===== src/hw/rtl/sacsc_pkg.sv =====
package sacsc_pkg;

	// Command codes of an input beat. Code three is handled as a read.
	localparam logic [1:0] CMD_READ    = 2'd0;
	localparam logic [1:0] CMD_WRITE   = 2'd1;
	localparam logic [1:0] CMD_PRELOAD = 2'd2;

	// Outcome codes of a result beat.
	localparam logic [1:0] OUT_HIT        = 2'd0;
	localparam logic [1:0] OUT_MISS_CLEAN = 2'd1;
	localparam logic [1:0] OUT_MISS_DIRTY = 2'd2;
	localparam logic [1:0] OUT_PRELOAD    = 2'd3;

	// Commands from the controller to the datapath.
	typedef struct packed {
		logic clr_step;
		logic latch;
		logic meta_rd;
		logic preload_wr;
		logic tag_cap;
		logic hit_upd;
		logic emit_write_hit;
		logic emit_read_hit;
		logic wb_rd;
		logic wb_wr;
		logic fill_rd;
		logic fill_wr;
		logic fin_upd;
	} sacsc_cmd_t;

	// Status from the datapath to the controller.
	typedef struct packed {
		logic clr_done;
		logic is_preload;
		logic is_write;
		logic hit;
		logic victim_dirty;
		logic idx_last;
	} sacsc_stat_t;

endpackage


===== src/hw/rtl/sacsc_ctrl.sv =====
module sacsc_ctrl import sacsc_pkg::*; (
	input  logic        clk,
	input  logic        arst_n,
	input  logic        start,
	output logic        busy,
	input  sacsc_stat_t stat,
	output sacsc_cmd_t  cmd
);

	localparam logic [3:0] S_CLEAR  = 4'd0;
	localparam logic [3:0] S_IDLE   = 4'd1;
	localparam logic [3:0] S_DISP   = 4'd2;
	localparam logic [3:0] S_TAG    = 4'd3;
	localparam logic [3:0] S_HITRD  = 4'd4;
	localparam logic [3:0] S_WBRD   = 4'd5;
	localparam logic [3:0] S_WBWR   = 4'd6;
	localparam logic [3:0] S_FILLRD = 4'd7;
	localparam logic [3:0] S_FILLWR = 4'd8;
	localparam logic [3:0] S_UPD    = 4'd9;

	logic [3:0] state_q;
	logic [3:0] state_d;

	assign busy = (state_q != S_IDLE);

	always_comb begin
		state_d = state_q;
		cmd     = '0;
		unique case (state_q)
			S_CLEAR: begin
				cmd.clr_step = 1'b1;
				if (stat.clr_done) begin
					state_d = S_IDLE;
				end
			end
			S_IDLE: begin
				if (start) begin
					cmd.latch = 1'b1;
					state_d   = S_DISP;
				end
			end
			S_DISP: begin
				if (stat.is_preload) begin
					cmd.preload_wr = 1'b1;
					state_d        = S_IDLE;
				end else begin
					cmd.meta_rd = 1'b1;
					state_d     = S_TAG;
				end
			end
			S_TAG: begin
				cmd.tag_cap = 1'b1;
				if (stat.hit) begin
					cmd.hit_upd = 1'b1;
					if (stat.is_write) begin
						cmd.emit_write_hit = 1'b1;
						state_d            = S_IDLE;
					end else begin
						state_d = S_HITRD;
					end
				end else if (stat.victim_dirty) begin
					state_d = S_WBRD;
				end else begin
					state_d = S_FILLRD;
				end
			end
			S_HITRD: begin
				cmd.emit_read_hit = 1'b1;
				state_d           = S_IDLE;
			end
			S_WBRD: begin
				cmd.wb_rd = 1'b1;
				state_d   = S_WBWR;
			end
			S_WBWR: begin
				cmd.wb_wr = 1'b1;
				state_d   = stat.idx_last ? S_FILLRD : S_WBRD;
			end
			S_FILLRD: begin
				cmd.fill_rd = 1'b1;
				state_d     = S_FILLWR;
			end
			S_FILLWR: begin
				cmd.fill_wr = 1'b1;
				state_d     = stat.idx_last ? S_UPD : S_FILLRD;
			end
			S_UPD: begin
				cmd.fin_upd = 1'b1;
				state_d     = S_IDLE;
			end
			default: begin
				state_d = S_CLEAR;
			end
		endcase
	end

	always_ff @(posedge clk or negedge arst_n) begin
		if (!arst_n) begin
			state_q <= S_CLEAR;
		end else begin
			state_q <= state_d;
		end
	end

endmodule


===== config.mk =====
export PLATFORM = sky130hd
export DESIGN_NAME = sacsc_ctrl
export DESIGN_NICKNAME = d
export VERILOG_FILES = /design/src/hw/rtl/sacsc_pkg.sv /design/src/hw/rtl/sacsc_ctrl.sv
export SDC_FILE = /design/constraint.sdc
export NUM_CORES = 1
export LEC_CHECK = 0
export BUFFER_PORTS_ARGS = -buffer_cell sky130_fd_sc_hd__buf_2
export CAP_MARGIN = 20
export CELL_PAD_IN_SITES_DETAIL_PLACEMENT = 0
export CELL_PAD_IN_SITES_GLOBAL_PLACEMENT = 2
export CORE_MARGIN = 3
export CORE_UTILIZATION = 20
export DETAILED_ROUTE_END_ITERATION = 8
export PLACE_DENSITY_LB_ADDON = 0.25
export SYNTH_ARGS = -nofsm -noshare
export SYNTH_HDL_FRONTEND = slang
export SYNTH_SLANG_ARGS = --single-unit

===== constraint.sdc =====
create_clock -name clk -period 1.6 [get_ports clk]
set_clock_uncertainty 0.1 [all_clocks]
set_input_delay 0.08 -clock clk [delete_from_list [all_inputs] [get_ports clk]]
set_output_delay 0.08 -clock clk [all_outputs]
set_load 0.01 [all_outputs]

==> metrics.csv, run 1 <==
stage,metric,value,unit
drt,first_pass_iters,4,
floorplan,rows,15,
worst_setup_path,crit_required,1.42,ns
final_layout,area_growth_syn_to_layout,47.59,%
timing,fin_crit,1.477,ns
synth,yosys.area.top_type,dfrtp_1,
grt,grt_pass1_vias,429,
pwr,peakVddDrop,728.8,uV
drt,route.detailed.drc,0,
final_layout,largest_reg_flops,4,
grt,grt_overflow,0,
placed_design,dp_slack,0.1475,ns
final_layout,drive_above_1_share,0.4211,
floorplan,initial_core_util,0.2182,
grt,grtUsageMet1,0.1366,
final_layout,num-fill-cells,204,
worst_setup_path,critical_path.max_fanout,6,
synth,postSynthCellCount,51,
synth,synth_area,389.1,um2
min_path,holdCritPathClass,input port to asynchronous set/reset pin,
worst_setup_path,worst_setup_path_start_kind,register,
pwr,leakage,0.2919,nW
timing,finalWorstSetupSlack,0.1231,ns
grt,top_usage_layer,met2,
final_layout,reg_top3,state_q: 4 flops,
timing,rsz0062_at_grt,yes,
timing,hold_ws,0.06397,ns
placed_design,place_hpwl,841.6,um
floorplan,io_pins,23,
job,maxCapViolCount,0,
grt,use_met3,0.05438,
synth,yosysSeqAreaShare,0.2572,
final_layout,diodes,0,
floorplan,die_area,2511,um2
grt,use_met2,0.1435,
synth,netlist_top_cells_area,"dfrtp_1 26%, nand2b_1 8.0%, nand3b_1 7.7%",
drt,vias_per_cell,4.515,
grt,antenna_found_initial,0,
worst_setup_path,endpoint_kind,primary output,
synth,syn-num-nets,60,
timing,worst_pin_slew,0.2641,ns
synth,synth-seq-cells,4,
synth,synth_top_cell_area_share,0.2572,
final_layout,regMostFlops,state_q,
timing,finalMaxSlewViolations,0,
clock_network,cts_buffers,3,
pwr,power-per-cell-area,1453,nW/um2
grt,grt_use_total,0.1107,
drt,route.vias.total,456,
placed_design,portBuffers,22,
timing,hold_viol_final,0,
drt,drt-initial-drc-count,11,
worst_setup_path,arrival,1.30,ns
placed_design,dpl.cell_count,95,
grt,grt_pass1_wl,1987,um
grt,grt_max_degree,16,
timing,fmax,0.6771,GHz
drt,routed_wl,1107,um
placed_design,gp_congestion,0.6638,
synth,synth_cell_type_count,24,
drt,wl_per_cell,10.96,um
final_layout,instances_no_fill,101,
clock_network,clk_latency,0.25,ns
floorplan,fp.dieW,50.11,um
clock_network,cts.htree.levels,1,
timing,post-route-period-util,0.9231,
outcome,status,completed,
timing,setup_viol,0,
clock_network,path_clk_slew,0.04,ns
clock_network,cts.path.max_buffers,2,
clock_network,clock-sinks,4,
synth,yosysWarnings,0,
synth,syn_avg_cell_area,7.630,um2
floorplan,die_h,50.11,um
clock_network,cts_tree,built,
drt,drtAntennaViolNets,0,
timing,slew_headroom,0.8215,
floorplan,coreArea,1783,um2
final_layout,fin_nets,87,
worst_setup_path,path_class,register to primary output,
clock_network,cts_root_buf,clkbuf_4,
==> cells in the mapped netlist <==
cell type,instances
nand3b_1,4
a21oi_1,1
o22ai_1,1
nor4_1,3
a31oi_1,1
a21o_1,1
buf_2,4
a211oi_1,1
mux2_2,1
inv_1,1
nand2b_1,5
nor2b_1,2
o21ai_0,1
o31ai_1,1
or3_1,1
nor3_1,1
mux2i_1,2
and2_1,1
and3_1,2
nor2_1,7
nand2_1,3
nor4b_1,1
dfrtp_1,4
nor3_2,2
==> layout by cell type, fill, tap and decap left out <==
cell type and count:
nor4b_1 1, nor2b_1 2, inv_1 1, o21ai_0 1, nor2_1 7, clkbuf_4 3
o31ai_1 1, a211oi_1 1, buf_2 22, nor3_2 2, a21o_1 1, and3_1 2
mux2i_1 2, dlygate4sd3_1 3, dfrtp_1 1, nor3_1 1, nor4_1 3, a31oi_1 1
buf_4 1, dfrtp_2 3, nand2_1 3, a21oi_1 1, nand2b_1 5, mux2_2 1
and2_1 1, nand3b_1 4, o22ai_1 1, or3_1 1
==> metrics by stage <==
step	setup TNS, ns	instance area [um2]	power (W)	utilization
5_1_grt	-0.01981	574.3	0.0009254	0.3221
3_3_place_gp	0	518.0	0.0007148	0.2905
3_5_place_dp	0	518.0	0.0007038	0.2905
6_report	0	574.3	0.0008345	0.3221
4_1_cts	0	570.5	0.0008429	0.3200
2_1_floorplan	0	389.1	0.0005513	-
==> layout make-up <==
| type | instances | area, um2 | area share |
|---|---|---|---|
| Clock buffer | 3 | 22.52 | 0.03922 |
| Inverter | 1 | 3.754 | 0.006536 |
| Multi-Input combinational cell | 42 | 265.3 | 0.4619 |
| Sequential cell | 4 | 103.9 | 0.1808 |
| Tap cell | 25 | 31.28 | 0.05447 |
| Timing Repair Buffer | 26 | 147.6 | 0.2571 |
==> critical path, cell delays in order (launching register included) <==
cell and delay, ns:
dfrtp_1 0.43, buf_4 0.18, nor2b_1 0.16, and3_1 0.16, buf_2 0.12
==> power breakdown <==
group | internal [W] | switching [W] | leakage (nW) | total (W)
registers | 0.000143 | 0.000101 | 0.0471 | 0.000244
clock network | 0.0000842 | 0.0000460 | 0.0138 | 0.000130
logic | 0.000230 | 0.000230 | 0.231 | 0.000461
==> layer usage <==
metal	share of wire	wire length (um)	vias up
li1	-	-	237
met1	0.47	524	201
met2	0.44	487	16
met3	0.066	73	2
met4	0.019	21	0
met5	0	0	-
==> cell families (layout without fill, tap and decap cells) <==
kind of cell / Yosys count / count (layout) / synth area share
AO/OA/AOI/OAI: 7 / 7 / 0.1158
buffers and inverters: 5 / 30 / 0.06109
flip-flops: 4 / 4 / 0.2572
multiplexers: 3 / 3 / 0.08039
AND/OR/NAND/NOR: 32 / 32 / 0.4856
==> worst paths after layout <==
path	from	cells past startpoint	slack (ns)	end
setup / recovery	state_q[0]$_DFFE_PN0P_	4	0.12	cmd[11]
hold / removal	arst_n	2	0.06	state_q[3]$_DFFE_PN0P_
setup reg to reg	state_q[0]$_DFFE_PN0P_	3	0.25	state_q[1]$_DFFE_PN0P_
hold reg to reg	state_q[0]$_DFFE_PN0P_	2	0.62	state_q[3]$_DFFE_PN0P_
max in group asynchronous	arst_n	2	1.20	state_q[2]$_DFFE_PN0P_
min in group clk	stat[1]	4	0.07	state_q[1]$_DFFE_PN0P_
==> repair_timing <==
item,in CTS,in global routing
setup buffers,0,0
hold endpoints to repair,6,0
endpoints found under the setup margin,0,9
hold buffers,3,0
resized for setup,0,3
(Power assumes the default switching activity.)
==> inputs of run 2 (changes only) <==
Settings changed: PLACE_DENSITY_LB_ADDON 0.25 to 0.1.
==> metrics.csv, run 2 (synthesized netlist as in run 1, its figures left out) <==
stage,metric,value,unit
grt,grt_pass1_wl,1994,um
timing,hold_viol_final,0,
pwr,power-per-cell-area,1521,nW/um2
grt,antenna_found_initial,0,
worst_setup_path,crit_path_cell_trace,buf_4 -> buf_4 -> nor2b_1 -> and3_1 -> buf_2,
clock_network,clock-sinks,4,
final_layout,final_common_cell,buf_2,
timing,fin_crit,1.541,ns
worst_setup_path,crit_path_top_delay_cell,dfrtp_2,
floorplan,io_pins,23,
final_layout,regMostFlops,state_q,
clock_network,cts_buffers,3,
placed_design,place_area,525.5,um2
timing,tns,0,ns
worst_setup_path,endpoint_kind,primary output,
drt,routed_wl,1219,um
clock_network,cts_root_buf,clkbuf_4,
worst_setup_path,critical_path.max_fanout,4,
clock_network,path_clk_slew,0.04,ns
clock_network,clk_latency,0.23,ns
worst_setup_path,cp_slowest_stage_delay,0.42,ns
worst_setup_path,arrival,1.36,ns
clock_network,cts.htree.levels,1,
drt,route.vias.total,468,
final_layout,final_util,0.3418,
final_layout,drive_above_1_share,0.4625,
final_layout,area_growth_syn_to_layout,56.59,%
timing,fmax,0.6488,GHz
final_layout,final_cell_mix,"22 x buf_2, 7 x nor2_1, 5 x nand2b_1",
timing,slew_headroom,0.8314,
clock_network,cts_tree,built,
drt,drt-initial-drc-count,6,
grt,grt_use_total,0.1006,
floorplan,rows,15,
pwr,peakVddDrop,678.2,uV
floorplan,coreArea,1783,um2
grt,grt_overflow,0,
clock_network,cts.path.max_buffers,2,
job,maxCapViolCount,0,
floorplan,initial_core_util,0.2182,
worst_setup_path,path_class,register to primary output,
floorplan,fp.dieW,50.11,um
grt,grt_max_degree,16,
drt,first_pass_iters,4,
timing,rsz0062_at_grt,no,
placed_design,gp_congestion,0.7310,
final_layout,instances_no_fill,105,
floorplan,die_h,50.11,um
placed_design,place_hpwl,897.7,um
pwr,leakage,0.3080,nW
final_layout,fin_area,609.3,um2
placed_design,dpl.cell_count,96,
outcome,status,completed,
drt,wl_per_cell,11.61,um
timing,finalMaxSlewViolations,0,
timing,post-route-period-util,0.9634,
worst_setup_path,worst_setup_path_start_kind,register,
final_layout,largest_reg_flops,4,
grt,grt_pass1_vias,438,
final_layout,diodes,0,
drt,route.detailed.drc,0,
drt,vias_per_cell,4.457,
placed_design,portBuffers,22,
final_layout,fin_nets,91,
timing,worst_pin_slew,0.2494,ns
final_layout,reg_top3,state_q: 4 flops,
drt,drtAntennaViolNets,0,
worst_setup_path,crit_required,1.42,ns
min_path,holdCritPathClass,input port to asynchronous set/reset pin,
worst_setup_path,cp_common_cell,buf_4,
timing,setup_viol,0,
floorplan,die_area,2511,um2
-- run 2: metrics by stage --
step | power, W | setup slack (ns) | hold WS [ns]
finish | 0.0009270 | 0.05860 | 0.09657
global route | 0.001022 | 0.006331 | 0.1168
CTS | 0.0008751 | 0.009130 | 0.07289
detailed placement | 0.0007321 | 0.1437 | -0.2089
global placement | 0.0007407 | 0.1495 | -0.2110
floorplan | 0.0005513 | 0.3296 | -0.3156
-- run 2: timing repair --
item	in CTS	in global routing
hold endpoints to repair	6	0
hold buffers	3	0
endpoints found under the setup margin	1	6
gates resized for setup	1	4
buffers inserted	0	3
gates cloned	0	0
pin swaps	0	2
-- run 2: worst max-delay path: cells and delay by family, from the launching register on --
kind	cells	cell delay [ns]
buffers and inverters	3	0.41
flip-flops	1	0.42
AND/OR/NAND/NOR	2	0.29
-- run 2: routing by layer --
metal / share of wire / vias up / global-route usage
met5: 0 / - / 0
met4: 0 / 0 / 0.04147
met3: 0.082 / 0 / 0.02115
met2: 0.43 / 17 / 0.1413
met1: 0.49 / 208 / 0.1452
li1: - / 243 / -
-- run 2: layout make-up --
type | instances | area (um2)
fillers | 202 | 1174
multi-input cells | 42 | 265.3
repair buffers | 30 | 181.4
flip-flops and latches | 4 | 105.1
well taps | 25 | 31.28
clock buffers | 3 | 22.52
inverters | 1 | 3.754
-- run 2: report_power, final --
part / total, W / switching [W] / internal, W
clock network: 0.000125 / 0.0000412 / 0.0000839
logic: 0.000582 / 0.000285 / 0.000297
registers: 0.000220 / 0.0000744 / 0.000146
-- run 2: final timing paths --
check	startpoint	to	slack [ns]	cells past startpoint
setup / recovery	state_q[0]$_DFFE_PN0P_	cmd[11]	0.06	5
hold / removal	arst_n	state_q[2]$_DFFE_PN0P_	0.1	2
setup reg to reg	state_q[1]$_DFFE_PN0P_	state_q[0]$_DFFE_PN0P_	0.27	4
hold reg to reg	state_q[0]$_DFFE_PN0P_	state_q[2]$_DFFE_PN0P_	0.49	2
max in group asynchronous	arst_n	state_q[1]$_DFFE_PN0P_	1.17	2
min in group clk	stat[1]	state_q[1]$_DFFE_PN0P_	0.12	4
